$ cat src/sv/fcv_pkg.sv
// Package for the frame checksum verifier.
// Holds shared widths, the default header length and the stage/result structs.
// No dependencies.
package fcv_pkg;

   // default header size in bytes (range 0..4)
   localparam int DEF_HEADER_BYTES = 4;

   localparam int BYTE_W = 8;
   localparam int SUM_W  = 16;

   // empty payload gives an all-ones checksum
   localparam logic [SUM_W-1:0] SUM_ONES = 16'hFFFF;

   // contents of the input register
   typedef struct packed {
      logic              valid;
      logic              last;
      logic [BYTE_W-1:0] data;
   } fcv_stage_type;

   // one verification result
   typedef struct packed {
      logic             checksum_ok;
      logic [SUM_W-1:0] computed_checksum;
      logic [SUM_W-1:0] stored_checksum;
      logic             too_short;
   } fcv_result_type;

endpackage

$ cat src/sv/fcv_in_stage.sv
// Input register of the frame checksum verifier.
// Captures one byte transaction and holds it until the datapath advances.
// Depends on fcv_pkg.
module fcv_in_stage
   import fcv_pkg::*;
(
   input  logic                clock,
   input  logic                reset,
   input  logic                req_valid,
   output logic                req_stall,
   input  logic [BYTE_W-1:0]   req_data_byte,
   input  logic                req_last_byte,
   input  logic                advance,
   output fcv_stage_type       stage
);

   logic              valid_ff, valid_in;
   logic              last_ff, last_in;
   logic [BYTE_W-1:0] data_ff, data_in;
   logic              load;

   // register is free when empty or draining this cycle
   assign load      = !valid_ff || advance;
   assign req_stall = !load;

   // next contents
   always_comb begin
      valid_in = valid_ff;
      last_in  = last_ff;
      data_in  = data_ff;
      if (load) begin
         valid_in = req_valid;
         last_in  = req_last_byte;
         data_in  = req_data_byte;
      end
   end

   always_ff @(posedge clock) begin
      if (reset) begin
         valid_ff <= 1'b0;
      end else begin
         valid_ff <= valid_in;
      end
      last_ff <= last_in;
      data_ff <= data_in;
   end

   assign stage.valid = valid_ff;
   assign stage.last  = last_ff;
   assign stage.data  = data_ff;

endmodule

$ cat src/sv/fcv_accum.sv
// Frame state and checksum arithmetic of the frame checksum verifier.
// Tracks byte position, stored checksum and the ones' complement sum.
// Depends on fcv_pkg.
module fcv_accum
   import fcv_pkg::*;
#(
   parameter int HEADER_BYTES = DEF_HEADER_BYTES
)
(
   input  logic           clock,
   input  logic           reset,
   input  fcv_stage_type  stage,
   input  logic           advance,
   output fcv_result_type result
);

   localparam int POS_W = $clog2(HEADER_BYTES + 3);
   localparam logic [POS_W-1:0] POS_CK_LO = POS_W'(HEADER_BYTES);
   localparam logic [POS_W-1:0] POS_CK_HI = POS_W'(HEADER_BYTES + 1);
   localparam logic [POS_W-1:0] POS_PAY   = POS_W'(HEADER_BYTES + 2);

   logic [POS_W-1:0]  pos_ff, pos_in;
   logic [SUM_W-1:0]  chk_ff, chk_in;
   logic [SUM_W-1:0]  sum_ff, sum_in;
   logic [BYTE_W-1:0] held_ff, held_in;
   logic              odd_ff, odd_in;

   logic              is_lo, is_hi, is_pay;
   logic [SUM_W-1:0]  addend;
   logic [SUM_W:0]    sum_raw;
   logic [SUM_W-1:0]  sum_new;
   logic [SUM_W-1:0]  stored;
   logic [SUM_W-1:0]  computed;

   // byte position decode
   assign is_lo  = (pos_ff == POS_CK_LO);
   assign is_hi  = (pos_ff == POS_CK_HI);
   assign is_pay = (pos_ff == POS_PAY);

   // payload word: completes a held low byte, or stands alone as a low byte
   assign addend  = odd_ff ? {stage.data, held_ff} : {{(SUM_W-BYTE_W){1'b0}}, stage.data};
   assign sum_raw = {1'b0, sum_ff} + {1'b0, addend};
   assign sum_new = sum_raw[SUM_W-1:0] + SUM_W'(sum_raw[SUM_W]);

   // next state
   always_comb begin
      pos_in  = pos_ff;
      chk_in  = chk_ff;
      sum_in  = sum_ff;
      held_in = held_ff;
      odd_in  = odd_ff;
      if (advance) begin
         if (stage.last) begin
            pos_in  = '0;
            chk_in  = '0;
            sum_in  = '0;
            held_in = '0;
            odd_in  = 1'b0;
         end else begin
            if (!is_pay) begin
               pos_in = pos_ff + POS_W'(1);
            end
            if (is_lo) begin
               chk_in = {{(SUM_W-BYTE_W){1'b0}}, stage.data};
            end else if (is_hi) begin
               chk_in = {stage.data, chk_ff[BYTE_W-1:0]};
            end else if (is_pay) begin
               if (odd_ff) begin
                  sum_in  = sum_new;
                  held_in = '0;
                  odd_in  = 1'b0;
               end else begin
                  held_in = stage.data;
                  odd_in  = 1'b1;
               end
            end
         end
      end
   end

   always_ff @(posedge clock) begin
      if (reset) begin
         pos_ff  <= '0;
         chk_ff  <= '0;
         sum_ff  <= '0;
         held_ff <= '0;
         odd_ff  <= 1'b0;
      end else begin
         pos_ff  <= pos_in;
         chk_ff  <= chk_in;
         sum_ff  <= sum_in;
         held_ff <= held_in;
         odd_ff  <= odd_in;
      end
   end

   // result for a final byte in the input register
   assign stored   = is_hi ? {stage.data, chk_ff[BYTE_W-1:0]} : chk_ff;
   assign computed = is_pay ? ~sum_new : SUM_ONES;

   always_comb begin
      if (pos_ff < POS_CK_HI) begin
         result.checksum_ok       = 1'b0;
         result.computed_checksum = '0;
         result.stored_checksum   = '0;
         result.too_short         = 1'b1;
      end else begin
         result.checksum_ok       = (computed == stored);
         result.computed_checksum = computed;
         result.stored_checksum   = stored;
         result.too_short         = 1'b0;
      end
   end

endmodule

$ cat src/sv/fcv_out_stage.sv
// Result register of the frame checksum verifier.
// Holds one result transaction until the receiver takes it.
// Depends on fcv_pkg.
module fcv_out_stage
   import fcv_pkg::*;
(
   input  logic           clock,
   input  logic           reset,
   input  logic           load,
   input  fcv_result_type result,
   output logic           out_free,
   output logic           rsp_valid,
   input  logic           rsp_stall,
   output fcv_result_type rsp_result
);

   logic           valid_ff, valid_in;
   fcv_result_type res_ff, res_in;

   // free when empty or being taken this cycle
   assign out_free = !valid_ff || !rsp_stall;

   always_comb begin
      valid_in = valid_ff;
      res_in   = res_ff;
      if (out_free) begin
         valid_in = load;
      end
      if (load) begin
         res_in = result;
      end
   end

   always_ff @(posedge clock) begin
      if (reset) begin
         valid_ff <= 1'b0;
      end else begin
         valid_ff <= valid_in;
      end
      res_ff <= res_in;
   end

   assign rsp_valid  = valid_ff;
   assign rsp_result = res_ff;

endmodule

$ cat src/sv/frame_checksum_verifier.sv
// Top level of the frame checksum verifier.
// Ties input register, checksum state/arithmetic and result register together.
// Depends on fcv_pkg, fcv_in_stage, fcv_accum, fcv_out_stage.
//
//   channel   direction  handshake            payload
//   req_      in         req_valid/req_stall  data_byte[7:0], last_byte
//   rsp_      out        rsp_valid/rsp_stall  checksum_ok, computed_checksum[15:0],
//                                             stored_checksum[15:0], too_short
//
// One byte per cycle while the result register can take each final byte; the 16-bit
// end-around adder sits between the input register and the result register.
// rsp_valid rises when the final byte's result moves from the input register into the result register.
// Synchronous reset clears the frame state and both valid flags.
// A stalled result holds a final byte in the input register, which then stalls
// the request channel; non-final bytes never wait on the result side.
module frame_checksum_verifier
   import fcv_pkg::*;
#(
   parameter int HEADER_BYTES = DEF_HEADER_BYTES
)
(
   input  logic              clock,
   input  logic              reset,
   input  logic              req_valid,
   output logic              req_stall,
   input  logic [BYTE_W-1:0] req_data_byte,
   input  logic              req_last_byte,
   output logic              rsp_valid,
   input  logic              rsp_stall,
   output logic              rsp_checksum_ok,
   output logic [SUM_W-1:0]  rsp_computed_checksum,
   output logic [SUM_W-1:0]  rsp_stored_checksum,
   output logic              rsp_too_short
);

   fcv_stage_type  stage;
   fcv_result_type result;
   fcv_result_type rsp_result;
   logic           out_free;
   logic           advance;
   logic           load;

   // a byte moves on unless it is final and the result register is busy
   assign advance = stage.valid && (!stage.last || out_free);
   assign load    = advance && stage.last;

   fcv_in_stage u_in (
      .clock         (clock),
      .reset         (reset),
      .req_valid     (req_valid),
      .req_stall     (req_stall),
      .req_data_byte (req_data_byte),
      .req_last_byte (req_last_byte),
      .advance       (advance),
      .stage         (stage)
   );

   fcv_accum #(
      .HEADER_BYTES (HEADER_BYTES)
   ) u_accum (
      .clock   (clock),
      .reset   (reset),
      .stage   (stage),
      .advance (advance),
      .result  (result)
   );

   fcv_out_stage u_out (
      .clock      (clock),
      .reset      (reset),
      .load       (load),
      .result     (result),
      .out_free   (out_free),
      .rsp_valid  (rsp_valid),
      .rsp_stall  (rsp_stall),
      .rsp_result (rsp_result)
   );

   assign rsp_checksum_ok       = rsp_result.checksum_ok;
   assign rsp_computed_checksum = rsp_result.computed_checksum;
   assign rsp_stored_checksum   = rsp_result.stored_checksum;
   assign rsp_too_short         = rsp_result.too_short;

`ifndef SYNTH
   // an empty input register never pushes back
   a_empty_no_stall: assert property (@(posedge clock) disable iff (reset)
      !stage.valid |-> !req_stall)
      else $error("input stalled while input register empty");

   // a loaded result is presented next cycle
   a_load_shows: assert property (@(posedge clock) disable iff (reset)
      load |=> rsp_valid)
      else $error("loaded result not presented");

   // short frames report no checksum values
   a_short_zero: assert property (@(posedge clock) disable iff (reset)
      rsp_valid && rsp_too_short |->
         !rsp_checksum_ok && rsp_computed_checksum == '0 && rsp_stored_checksum == '0)
      else $error("short frame result not cleared");

   // match flag agrees with the reported values
   a_ok_match: assert property (@(posedge clock) disable iff (reset)
      rsp_valid && !rsp_too_short |->
         rsp_checksum_ok == (rsp_computed_checksum == rsp_stored_checksum))
      else $error("match flag inconsistent");
`endif

endmodule

$ cat config.mk
export PLATFORM = sky130hd
export DESIGN_NAME = frame_checksum_verifier
export DESIGN_NICKNAME = d
export VERILOG_FILES = /design/src/sv/fcv_pkg.sv /design/src/sv/fcv_in_stage.sv /design/src/sv/fcv_accum.sv /design/src/sv/fcv_out_stage.sv /design/src/sv/frame_checksum_verifier.sv
export SDC_FILE = /design/constraint.sdc
export NUM_CORES = 1
export LEC_CHECK = 0
export BUFFER_PORTS_ARGS = -buffer_cell sky130_fd_sc_hd__buf_4
export CORE_AREA = 4 4 108 110
export CTS_CLUSTER_SIZE = 14
export DETAILED_ROUTE_END_ITERATION = 7
export DIE_AREA = 0 0 112 114
export PLACE_DENSITY = 0.67
export REMOVE_ABC_BUFFERS = 1
export SLEW_MARGIN = 10
export SYNTH_ARGS = -nofsm -noshare
export SYNTH_HDL_FRONTEND = slang
export SYNTH_SLANG_ARGS = --single-unit
$ cat constraint.sdc
create_clock -name clock -period 7 [get_ports clock]
set_input_delay 0 -clock clock [delete_from_list [all_inputs] [get_ports clock]]
set_output_delay 0 -clock clock [all_outputs]
set_load 0.005 [all_outputs]
# Word-level counts from Yosys, hierarchy flattened
# Cells that the tools add are included.
# totals
input_bits,13
register_bits,89
output_inout_bits,36
# op_classes
n_bitwise,1
n_reduce_logical,15
magnitude_cmp,1
mux,23
n_addsub,3
n_eq_ne,7
# ops
operator,count
2-to-1 mux 16 bit,10
2-to-1 mux 8 bit,5
adder 16 x 16 -> 17 bit,1
adder 16 x 1 -> 16 bit,1
equality test 16 bit,1
NOT 16 bit,1
equality test 3 bit (second input constant),3
2-to-1 mux 1 bit,6
2-to-1 mux 3 bit,2
!= test 2 bit (second input constant),3
logical NOT 1 bit,5
AND reduction 5 bit,1
AND reduction 4 bit,1
nonzero test 2 bit,2
adder 3 x 1 -> 3 bit (second input constant),1
logical OR 1 bit,3
< comparator 3 bit (second input constant),1
logical AND 1 bit,2
AND reduction 2 bit,1

# Depth between registers and ports, before layout
# Gate-level depths: netlist of run 1.
# depth
word_depth,8
ltp_mapped,22
mapped_depth_nobuf,20

# Modules after synthesis
# Synthesis of run 1 repeated with hierarchy kept, for this count alone.
# unflattened
hier_cells,549
hier_area_um2,5332.6
# modules_own_cells
mod,instances,area_each_um2,cells_each
fcv_accum,1,3925.0,492
fcv_out_stage,1,1053.5,38
fcv_in_stage,1,335.3,16
frame_checksum_verifier,1,18.8,3

# Least setup slack after synthesis of run 1
# No wires, ideal clock.
# synth_path
path_kind,register to register
from,register u_accum.odd_ff
to,"register u_out.res_ff, in the netlist u_out.rsp_result[33], data pin"
setup_ns,0.190
synth_period_minus_slack_ns,5.713
path_slack_ns,1.287
stages_incl_launch_ff,22
arrival_time_ns,5.523
path_buffers,1
cell_sequence,dfxtp_1 > clkbuf_1 > mux2_2 > ha_1 > fa_1 > a211oi_4 > o31ai_4 > a21oi_1 > o21ai_0 > a21o_1 > a21o_1 > ha_1 > xor2_1 > xor2_1 > nand3b_1 > a21oi_1 > a31oi_1 > or4_4 > a2111oi_4 > nand4_1 > or4b_1 > a2111oi_2
# synth_between
elab_chain_cells,6
# synth_lines
item,line,rtl
"start, declared",fcv_accum.sv:26,"logic odd_ff, odd_in;"
"start signal, assigned",fcv_accum.sv:93,odd_ff <= odd_in;
2-to-1 mux 16 bit,fcv_accum.sv:41,"assign addend = odd_ff ? {stage.data, held_ff} : {{(SUM_W-BYTE_W){1'b0}}, stage.data};"
adder 16 x 16 -> 17 bit,fcv_accum.sv:42,"assign sum_raw = {1'b0, sum_ff} + {1'b0, addend};"
adder 16 x 1 -> 16 bit,fcv_accum.sv:43,assign sum_new = sum_raw[SUM_W-1:0] + SUM_W'(sum_raw[SUM_W]);
NOT 16 bit,fcv_accum.sv:99,assign computed = is_pay ? ~sum_new : SUM_ONES;
2-to-1 mux 16 bit,fcv_accum.sv:99,
equality test 16 bit,fcv_accum.sv:108,result.checksum_ok = (computed == stored);
"end signal, assigned",fcv_out_stage.sv:40,res_ff <= res_in;
"end, declared",fcv_out_stage.sv:18,"fcv_result_type res_ff, res_in;"
# Every way passes these cells.
# A chain may end at the register's enable or synchronous reset.

# Worst setup path after layout of run 1
# Ends and elaborated chain as after synthesis.

==> summary.txt, run 1 <==
Final layout
  – Share of layout cells above drive strength 1: 16.4%
  – # nets final: around 620
  – Most common cell after layout, fill and taps aside: nor2_1
  – Final Cell Area: roughly 6000 sq um
  – Commonest cells after routing, fill and taps aside: nor2_1, buf_4, dfxtp_1
  – Core Util, Final: 55.5%
  – ANT cells: 0
  – Filler cells: 944
  – Area grow syn2layout: 14.0%

Placement
  – Port bufs: 48
  – Placer Congestion: roughly 0.92
  – Place WS: 0.651 ns
  – Post-DP HPWL: 9600 um
  – Placed Area: ~5700 sq um

Worst setup path
  – CP max-delay cell: dfxtp_1
  – Register-to-Register Path Depth: 20
  – Worst R2R End: u_out.rsp_result[33]
  – Critical path buffer and inverter count: 0
  – Critical Path Source Type: flip-flop
  – Stages on the worst setup path: 20
  – Reg2reg start: u_accum.odd_ff
  – WP data required: a little over 7 ns
  – Worst endpoint data arrival time: approximately 6.6 ns
  – Crit Path Max Fanout: 19
  – CP Class: flip-flop to flip-flop
  – CP cell instances: mux2_2 -> ha_1 -> fa_1 -> a211oi_4 -> o31ai_4 -> a21oi_1 -> o21ai_0 -> a21o_1 -> a21o_1 -> ha_1 -> xor2_1 -> xor2_1 -> nand3b_1 -> a21oi_1 -> a31oi_1 -> or4_4 -> a2111oi_4 -> nand4_1 -> or4b_1 -> a2111oi_2
  – R2R setup slack: 0.57 ns
  – Crit path max-delay family: compound AO/OA/AOI/OAI gates
  – Max stage delay on crit path: just over 0.7 ns
  – CP endpoint kind: flip-flop

Timing
  – Total Negative Setup Slacks: 0 ns
  – Worst-Margin Slew: 1.15 ns
  – Fmax: 155 MHz
  – Slew Limit Fails: 0
  – Final cycle utilization of the critical path: 91.9%
  – Setup ws final: 0.568 ns
  – Fin crit period: 6.43 ns
  – Final Skew: about 0.0085 ns
  – Final setup viols: 0
  – Endpoints failing hold: 0
  – RSZ-0062 raised after global routing: no
  – Relative slew margins: around 23%
  – Worst hold margin: between 0.07 and 0.08 ns

Synth
  – Seq cells post-synth: 89
  – EDFF count, synth: 43
  – Post-Syn Area: 5210 sq um
  – Gate Count Post-Synth: approximately 530
  – Ys Warns: 0
  – Post-synth cell types: 71
  – Ys async rst share: 0%
  – Top FF cell, synth: dfxtp_1
  – Register area share after synthesis: a little over two fifths
  – Syn_area_per_cell: 9.76 sq um

CTS
  – H-tree depth: 3
  – CTS max path bufs: 2
  – Root Driver: clkbuf_8
  – Clock transition at path regs: around 0.09 ns
  – CTS Buf Count: 9
  – CTS tree: done
  – Cts repair resizes: 0
  – Clock sinks: 89
  – Clock Latency Late Sink: between 0.3 and 0.4 ns

Die
  – IO Pins: 49
  – Total core area: 10700 sq um
  – Die H: 114 um
  – # rows: 38
  – Area of the die: 12800 sq um
  – Die width: 112 um
  – Initial core utilization: 48.7%

Min path
  – HP Class: primary input to flip-flop
  – Hold Path End: u_out.rsp_valid
  – Hold Path Cell Cnt: 2
  – Hold path start: reset

Pwr
  – Pwr Density: roughly 160 nW/um^2
  – VDD IR max: about 0.13 mV
  – Lkg Pwr: about 2.2 nW

Global routing
  – First-pass GRT wire length: 21600 um
  – Gr usage total: between 20% and 30%
  – Largest net degree at the start of global routing: 47
  – Vias in the first global route: 4234
  – Global-route congestion overflow total: 0
  – Antenna violations before repair: 0

Routing
  – Routed length per instance: 18.4 um
  – Post-Route WL: 13300 um
  – Post-DRT Antenna Nets: 0
  – Total number of vias: 4301
  – Drt drc: 0
  – Iter 0 DRT Violations: 346
  – Vias per inst: 5.93
  – Drt first pass iters: 4

Job
  – Maxcap violations: 0

Status
  – Status: finished, final reports clean
[power breakdown]
group          switching (mW)  internal, mW  leakage (nW)
clock network           0.188         0.142        0.0882
logic                  0.0423        0.0304          1.32
registers              0.0109         0.551         0.797
[kinds of logic after synthesis]
kind of cell             after synthesis  synth area share [%]
AND/OR/NAND/NOR                      191                  18.8
XOR/XNOR                              34                  6.15
AO/OA/AOI/OAI                        139                  19.7
buffers and inverters                 36                  2.79
multiplexers                          22                  4.44
adder cells (fa/ha/maj)               23                  5.67
flip-flops                            89                  42.4
[worst max path at each step]
stage	from	end	slack [ns]
final	u_accum.odd_ff	u_out.rsp_result[33]	0.57
after global routing	u_accum.odd_ff	u_out.rsp_result[33]	0.17
after CTS	u_accum.odd_ff	u_out.rsp_result[33]	0.59
after detailed placement	u_accum.odd_ff	u_out.rsp_result[33]	0.65
after global placement	u_accum.odd_ff	u_out.rsp_result[33]	0.94
after floorplan	u_accum.odd_ff	u_out.rsp_result[33]	1.29
[flip-flops by register name (all words and copies together), names as in the netlist]
register	cells
u_accum.chk_ff	16
u_accum.held_ff	8
u_accum.odd_ff	1
u_accum.pos_ff	3
u_accum.sum_ff	16
u_in.data_ff	8
u_in.last_ff	1
u_in.valid_ff	1
u_out.rsp_result	34
u_out.rsp_valid	1
[cell usage after synthesis, drive strengths merged (3+ instances only)]
cell type	instances	share of area (%)
nor3b	3	0.43
o21a	4	0.60
a211o	3	0.50
and2	22	2.6
nor3	8	0.86
nand2b	3	0.36
inv	10	0.72
o21ai	16	1.5
xor2	11	2.0
clkbuf	22	1.6
nand4	9	1.1
a211oi	5	1.2
nand3	13	1.2
a2111oi	4	1.6
a22oi	35	5.0
mux2i	13	2.5
ha	22	5.3
o211ai	3	0.53
mux2	9	1.9
dfxtp	46	18
nor2b	4	0.48
a21o	5	0.72
nor2	84	6.2
xnor2	23	4.2
a21oi	40	3.8
edfxtp	43	25
a31oi	5	0.60
and3	8	0.96
or3	3	0.36
buf	4	0.46
nand2	21	1.5
[area by class of cell]
| type | instances | area (sq um) | area share (%) |
|---|---|---|---|
| Multi-Input combinational cell | 409 | 2850 | 48.1 |
| Sequential cell | 89 | 2210 | 37.2 |
| Timing Repair Buffer | 61 | 485 | 8.17 |
| Tap cell | 140 | 175 | 2.95 |
| Clock buffer | 13 | 149 | 2.51 |
| Inverter | 10 | 37.5 | 0.632 |
| Clock inverter | 3 | 26.3 | 0.442 |
[through the flow]
step,total power [mW],std cells
floorplan,0.609,508
global placement,0.639,698
detailed placement,0.640,698
CTS,0.973,725
global route,0.999,725
finish,0.965,725
[routing by layer]
layer  track usage, %  wire length (um)
met1             28.8              6050
met2             33.9              6070
met3             3.82               857
met4             9.05               346
met5                0                 0
[what timing repair did]
action | in CTS | in global routing
endpoints found under the hold margin | 11 | 0
hold buffers | 11 | 0
setup buffers | 0 | 0
Power figures use the tool's default switching activity.
==> run 2: changes to the inputs <==
- PLACE_DENSITY: 0.67 -> 0.7
- clock period: 7 -> 5.9 ns (I/O delays scaled with it)
==> summary.txt, run 2 (same netlist as run 1, synthesis figures left out) <==
Status
  – Status: finished, final reports clean (unchanged)

Routing
  – Routed length per instance: 18.4 um (about the same)
  – Drt drc: 0 (unchanged)
  – Post-Route WL: 13600 um (was 13300 um)
  – Post-DRT Antenna Nets: 0 (unchanged)
  – Vias per inst: 5.89 (was 5.93)
  – Iter 0 DRT Violations: 309 (was 346)
  – Total number of vias: 4351 (was 4301)
  – Drt first pass iters: 6 (was 4)

Placement
  – Port bufs: 48 (unchanged)
  – Post-DP HPWL: 9910 um (was 9600 um)
  – Post-Place Cells: 709 (was 698)
  – Placer Congestion: 0.903 (was 0.918)
  – Placed Area: 5740 sq um (was 5650 sq um)
  – Place WS: 0.180 ns (was 0.651 ns)

CTS
  – CTS max path bufs: 2 (unchanged)
  – Root Driver: clkbuf_8 (unchanged)
  – Clock Latency Late Sink: 0.37 ns (was 0.38 ns)
  – CTS tree: done (unchanged)
  – Clock sinks: 89 (unchanged)
  – Clock transition at path regs: 0.10 ns (was 0.09 ns)
  – H-tree depth: 3 (unchanged)
  – CTS Buf Count: 9 (unchanged)

Die
  – Die H: 114 um (unchanged)
  – Die width: 112 um (unchanged)
  – IO Pins: 49 (unchanged)
  – Area of the die: 12800 sq um (unchanged)
  – # rows: 38 (unchanged)
  – Total core area: 10700 sq um (unchanged)
  – Initial core utilization: 48.7% (unchanged)

Timing
  – Endpoints failing hold: 0 (unchanged)
  – Final Skew: 0.0126 ns (was 0.00852 ns)
  – Worst hold margin: 0.0844 ns (was 0.0767 ns)
  – Fmax: 180 MHz (was 155 MHz)
  – Slew Limit Fails: 0 (unchanged)
  – Worst-Margin Slew: 1.04 ns (was 1.15 ns)
  – Fin crit period: 5.54 ns (was 6.43 ns)
  – Relative slew margins: 30.8% (was 23.2%)
  – Final cycle utilization of the critical path: 94.0% (was 91.9%)
  – Setup ws final: 0.356 ns (was 0.568 ns)
  – Final setup viols: 0 (unchanged)

Worst setup path
  – Worst Setup SP: u_accum.odd_ff (unchanged)
  – CP endpoint kind: flip-flop (unchanged)
  – CP cell instances: buf_4 -> mux2_2 -> fa_2 -> a211oi_4 -> o31ai_4 -> a21oi_2 -> o21ai_0 -> a21o_1 -> a21o_1 -> ha_1 -> o2111a_1 -> a211oi_2 -> o21ai_1 -> xor2_1 -> or4_4 -> a2111oi_4 -> nand4_1 -> or4b_1 -> a2111oi_2 (was mux2_2 -> ha_1 -> fa_1 -> a211oi_4 -> o31ai_4 -> a21oi_1 -> o21ai_0 -> a21o_1 -> a21o_1 -> ha_1 -> xor2_1 -> xor2_1 -> nand3b_1 -> a21oi_1 -> a31oi_1 -> or4_4 -> a2111oi_4 -> nand4_1 -> or4b_1 -> a2111oi_2)
  – Crit Path Max Fanout: 18 (was 19)
  – Max stage delay on crit path: 0.53 ns (was 0.72 ns)
  – WP data required: 6.09 ns (was 7.18 ns)
  – Reg2reg start: u_accum.odd_ff (unchanged)
  – Most used cell, CP: a21o_1
  – Register-to-Register Path Depth: 19 (was 20)
  – CP Class: flip-flop to flip-flop (unchanged)
  – Critical Path Source Type: flip-flop (unchanged)
  – CP max-delay cell: or4_4 (was dfxtp_1)
  – Worst endpoint data arrival time: 5.73 ns (was 6.62 ns)

Final layout
  – Filler cells: 947 (was 944)
  – Most common cell after layout, fill and taps aside: nor2_1 (unchanged)
  – Register area: 2210 sq um (unchanged)
  – Multi-input gate area: 2870 sq um (was 2850 sq um)
  – Share of layout cells above drive strength 1: 19.2% (was 16.4%)
  – Final Cell Area: 6100 sq um (was 5940 sq um)
  – ANT cells: 0 (unchanged)
  – # nets final: 630 (was 616)
  – Largest register FFs: 34 (unchanged)
  – Commonest cells after routing, fill and taps aside: nor2_1, buf_4, dfxtp_1 (unchanged)
  – Non-filler instance count after layout: 739 (was 725)
  – Area grow syn2layout: 17.1% (was 14.0%)

Global routing
  – Busiest grt layer: met2 (unchanged)
  – Gr usage total: 21.8% (was 21.3%)
  – GRT met3 Usage: 5.73% (was 3.82%)
  – GR Util met2: 34.9% (was 33.9%)
  – Met1 GRT Util: 28.6% (was 28.8%)
  – First-pass GRT wire length: 22000 um (was 21600 um)
  – Vias in the first global route: 4186 (was 4234)
  – Antenna violations before repair: 0 (unchanged)
  – Largest net degree at the start of global routing: 47 (unchanged)
  – Global-route congestion overflow total: 0 (unchanged)

Pwr
  – Lkg Pwr: 2.29 nW (was 2.21 nW)
  – VDD IR max: 0.135 mV (about the same)
  – Pwr Density: 202 nW/um^2 (was 162 nW/um^2)

Min path
  – Hold Path Cell Cnt: 2 (unchanged)
  – HP Class: primary input to flip-flop (unchanged)
  – Hold path start: reset (unchanged)

Job
  – Maxcap violations: 0 (unchanged)
run 2: final timing paths:
kind	endpoint	slack (ns)
setup / recovery	u_out.rsp_result[33]	0.36
hold / removal	u_accum.sum_ff[5]	0.08
setup reg to reg	u_out.rsp_result[33]	0.36
hold reg to reg	u_accum.sum_ff[0]	0.51
run 2: routing by layer:
layer | vias to the layer above | share of wire (%)
met2 | 181 | 47
met4 | 0 | 2.5
met1 | 2065 | 43
li1 | 2082 | -
met5 | - | 0
met3 | 23 | 7.9
run 2: critical path: cells and delay by family (launching register included):
kind	cells	cell delay (ns)
AO/OA/AOI/OAI	11	2.42
AND/OR/NAND/NOR	3	1.18
adder cells (fa/ha/maj)	2	0.63
multiplexers	1	0.39
flip-flops	1	0.36
buffers and inverters	1	0.23
XOR/XNOR	1	0.16
run 2: power by group:
group,switching [mW],total [mW],internal (mW)
Combinational,0.0584,0.0995,0.0412
Clock,0.230,0.471,0.241
Sequential,0.00674,0.660,0.654
Total,0.295,1.23,0.936
run 2: cell type report:
type	instances	area share [%]
Inverter	10	0.615
Sequential cell	89	36.2
Multi-Input combinational cell	409	47.0
Tap cell	140	2.87
Clock inverter	6	1.50
Clock buffer	10	2.09
Timing Repair Buffer	75	9.67
run 2: through the flow:
stage	util (%)	TNS [ns]	power (mW)
global route	57.1	-0.00713	1.27
finish	57.1	0	1.23
floorplan	-	0	0.723
global placement	53.6	0	0.762
CTS	56.7	0	1.24
detailed placement	53.6	0	0.765
run 2: repair_timing:
| action | 4_1_cts | 5_1_grt |
|---|---|---|
| endpoints found under the hold margin | 11 | 0 |
| setup buffers | 0 | 3 |
| resized for setup | 0 | 4 |
| hold buffers | 11 | 0 |
| endpoints found under the setup margin | 0 | 1 |
==> run 3: changes to the inputs <==
- CORE_AREA: 4 4 108 110 -> 2 2 107 109
- DIE_AREA: 0 0 112 114 -> 0 0 109 111
- PLACE_DENSITY: 0.7 -> unset
- PLACE_DENSITY_LB_ADDON: unset -> 0.25
- SYNTH_HIERARCHICAL: unset -> 1
==> summary.txt, run 3 <==
Routing
  – Vias per inst: 6.12 (was 5.89)
  – Post-Route WL: 14200 um (was 13600 um)
  – Iter 0 DRT Violations: 365 (was 309)
  – Post-DRT Antenna Nets: 0 (unchanged)
  – Drt drc: 0 (unchanged)
  – Drt first pass iters: 5 (was 6)
  – Routed length per instance: 18.8 um (was 18.4 um)
  – Total number of vias: 4625 (was 4351)

Die
  – Die H: 111 um (was 114 um)
  – # rows: 39 (was 38)
  – Area of the die: 12100 sq um (was 12800 sq um)
  – Initial core utilization: 48.1% (was 48.7%)
  – Total core area: 11100 sq um (was 10700 sq um)
  – IO Pins: 49 (unchanged)
  – Die width: 109 um (was 112 um)

Worst setup path
  – CP cell instances: mux2_2 -> ha_1 -> a21oi_2 -> o221a_4 -> nor4_4 -> o211ai_1 -> a21boi_0 -> o21ai_0 -> nand2b_1 -> ha_1 -> ha_1 -> nor2b_1 -> and4_1 -> o211ai_1 -> or4_4 -> a21o_1 -> a2111o_1 -> nor4b_2 -> o2111ai_1 -> a2111oi_2 (was buf_4 -> mux2_2 -> fa_2 -> a211oi_4 -> o31ai_4 -> a21oi_2 -> o21ai_0 -> a21o_1 -> a21o_1 -> ha_1 -> o2111a_1 -> a211oi_2 -> o21ai_1 -> xor2_1 -> or4_4 -> a2111oi_4 -> nand4_1 -> or4b_1 -> a2111oi_2)
  – CP endpoint kind: flip-flop (unchanged)
  – Crit Path Max Fanout: 11 (was 18)
  – Critical Path Source Type: flip-flop (unchanged)
  – Critical path buffer and inverter count: 0 (was 1)
  – Most used cell, CP: ha_1 (was a21o_1)
  – Crit path max-delay family: compound AO/OA/AOI/OAI gates (unchanged)
  – Max stage delay on crit path: 0.45 ns (was 0.53 ns)
  – Worst endpoint data arrival time: 5.67 ns (was 5.73 ns)
  – CP Class: flip-flop to flip-flop (unchanged)
  – CP max-delay cell: or4_4 (unchanged)
  – WP data required: 6.05 ns (was 6.09 ns)

Synth
  – Syn_area_per_cell: 9.71 sq um (was 9.76 sq um)
  – Post-synth cell types: 82 (was 71)
  – Synth area leader: edfxtp_1 (unchanged)
  – Post-Syn Area: 5330 sq um (was 5210 sq um)
  – Top-count cell post-synth: nor2_1 (unchanged)
  – Gate Count Post-Synth: 549 (was 534)
  – Synth top cells by count: nor2_1, dfxtp_1, edfxtp_1 (unchanged)
  – Ys async rst share: 0% (unchanged)
  – Seq cells post-synth: 89 (unchanged)
  – Ys Warns: 6 (was 0)
  – EDFF count, synth: 43 (unchanged)
  – Area share of the largest cell type after synthesis: 24.2% (was 24.8%)
  – Largest cells by area after synthesis: edfxtp_1, dfxtp_1, ha_1 (was edfxtp_1, dfxtp_1, nor2_1)
  – Top FF cell, synth: dfxtp_1 (unchanged)
  – Register area share after synthesis: 41.5% (was 42.4%)

CTS
  – CTS max path bufs: 2 (unchanged)
  – Root Driver: clkbuf_16 (was clkbuf_8)
  – Clock transition at path regs: 0.07 ns (was 0.10 ns)
  – CTS tree: done (unchanged)
  – CTS Buf Count: 9 (unchanged)
  – Clock sinks: 89 (unchanged)
  – H-tree depth: 3 (unchanged)
  – Clock Latency Late Sink: 0.34 ns (was 0.37 ns)

Final layout
  – Most common cell after layout, fill and taps aside: buf_4 (was nor2_1)
  – Area grow syn2layout: 18.3% (was 17.1%)
  – # nets final: 644 (was 630)
  – Filler cells: 923 (was 947)
  – Share of layout cells above drive strength 1: 19.4% (was 19.2%)
  – Register area: 2220 sq um (was 2210 sq um)
  – Commonest cells after routing, fill and taps aside: buf_4, nor2_1, dfxtp_1 (was nor2_1, buf_4, dfxtp_1)
  – ANT cells: 0 (unchanged)
  – Multi-input gate area: 2970 sq um (was 2870 sq um)
  – Largest register FFs: 34 (unchanged)

Timing
  – RSZ-0062 raised after global routing: no
  – Final cycle utilization of the critical path: 93.7% (was 94.0%)
  – Worst hold margin: 0.0606 ns (was 0.0844 ns)
  – Final Skew: 0.00756 ns (was 0.0126 ns)
  – Fmax: 181 MHz (was 180 MHz)
  – Slew Limit Fails: 0 (unchanged)
  – Final setup viols: 0 (unchanged)
  – Worst-Margin Slew: 0.974 ns (was 1.04 ns)
  – Total Negative Setup Slacks: 0 ns (unchanged)
  – Endpoints failing hold: 0 (unchanged)
  – Fin crit period: 5.53 ns (was 5.54 ns)
  – Relative slew margins: 34.2% (was 30.8%)

Pwr
  – VDD IR max: 0.174 mV (was 0.135 mV)
  – Pwr Density: 220 nW/um^2 (was 202 nW/um^2)
  – Net switching share of the total power: 22.3% (was 24.0%)
  – Lkg Pwr: 2.55 nW (was 2.29 nW)
  – Clock power share: 43.5% (was 38.3%)
  – Internal power: 1.08 mW (was 936 uW)
  – Combinational power share: 8.2% (was 8.1%)
  – Sw power: 309 uW (was 295 uW)
  – Reg power frac: 48.3% (was 53.6%)

Global routing
  – Antenna violations before repair: 0 (unchanged)
  – Largest net degree at the start of global routing: 36 (was 47)
  – First-pass GRT wire length: 22700 um (was 22000 um)
  – Global-route congestion overflow total: 0 (unchanged)
  – Gr usage total: 24.4% (was 21.8%)
  – Vias in the first global route: 4447 (was 4186)

Placement
  – Port bufs: 48 (unchanged)
  – Post-DP HPWL: 10500 um (was 9910 um)
  – Placer Congestion: 0.862 (was 0.903)

Status
  – Status: finished, final reports clean (unchanged)

Min path
  – HP Class: primary input to flip-flop (unchanged)

Job
  – Maxcap violations: 0 (unchanged)
-- run 3: area by class of cell --
cell class | count | share of cell area [%]
multi-input combinational | 421 | 47.0
sequential | 89 | 35.1
timing repair buffer | 75 | 9.36
clock buffer | 11 | 3.69
tap | 143 | 2.84
clock inverter | 5 | 1.29
inverter | 12 | 0.714
-- run 3: power by group through the flow --
| stage | logic, mW | clock network, mW | registers, mW |
|---|---|---|---|
| global placement | 0.104 | 0 | 0.684 |
| CTS | 0.112 | 0.612 | 0.671 |
| finish | 0.114 | 0.603 | 0.670 |
| detailed placement | 0.105 | 0 | 0.684 |
| global route | 0.122 | 0.639 | 0.671 |
| floorplan | 0.0541 | 0 | 0.682 |
-- run 3: layer usage --
layer	vias to the layer above	wire length (um)	share of wire, %	global-route usage, %
met1	2255	5990	42	30.7
met5	-	0	0	0
met3	32	773	5.5	5.11
li1	2183	-	-	-
met2	155	7080	50	41.3
met4	0	338	2.4	8.21
-- run 3: final timing paths --
kind / startpoint / to / slack (ns) / cells after the start
worst min register to register: u_accum/chk_ff[14] / u_accum/chk_ff[14] / 0.48 / 2
worst max-delay path: u_accum/odd_ff / u_out/rsp_result[33] / 0.37 / 20
worst min-delay path: reset / u_accum/held_ff[1] / 0.06 / 2
worst max register to register: u_accum/odd_ff / u_out/rsp_result[33] / 0.37 / 20
-- run 3: cell families (layout without fill, tap and decap cells) --
logic type               count (synthesis)  in the layout  synth area share (%)
AO/OA/AOI/OAI                          152            152                  20.9
XOR/XNOR                                20             20                  4.32
AND/OR/NAND/NOR                        207            207                  20.9
flip-flops                              89             89                  41.5
buffers and inverters                   39            103                  3.03
adder cells (fa/ha/maj)                 23             23                  5.54
multiplexers                            19             19                  3.82
-- run 3: stage by stage --
stage               total power [mW]  setup slack, ns  area [sq um]  instances  util, %
finish                          1.39            0.373          6310        756     57.0
global route                    1.43          0.00546          6310        756     57.0
CTS                             1.39            0.193          6290        755     56.8
detailed placement             0.789            0.192          5870        728     53.0
global placement               0.787            0.326          5870        728     53.0
floorplan                      0.736            0.522          5220        522        -
-- run 3: what timing repair did --
item / 4_1_cts / 5_1_grt
hold buffers: 11 / 0
resized for setup: 0 / 4
endpoints found under the hold margin: 11 / 0
setup endpoints to repair: 0 / 1
buffers inserted: 0 / 1
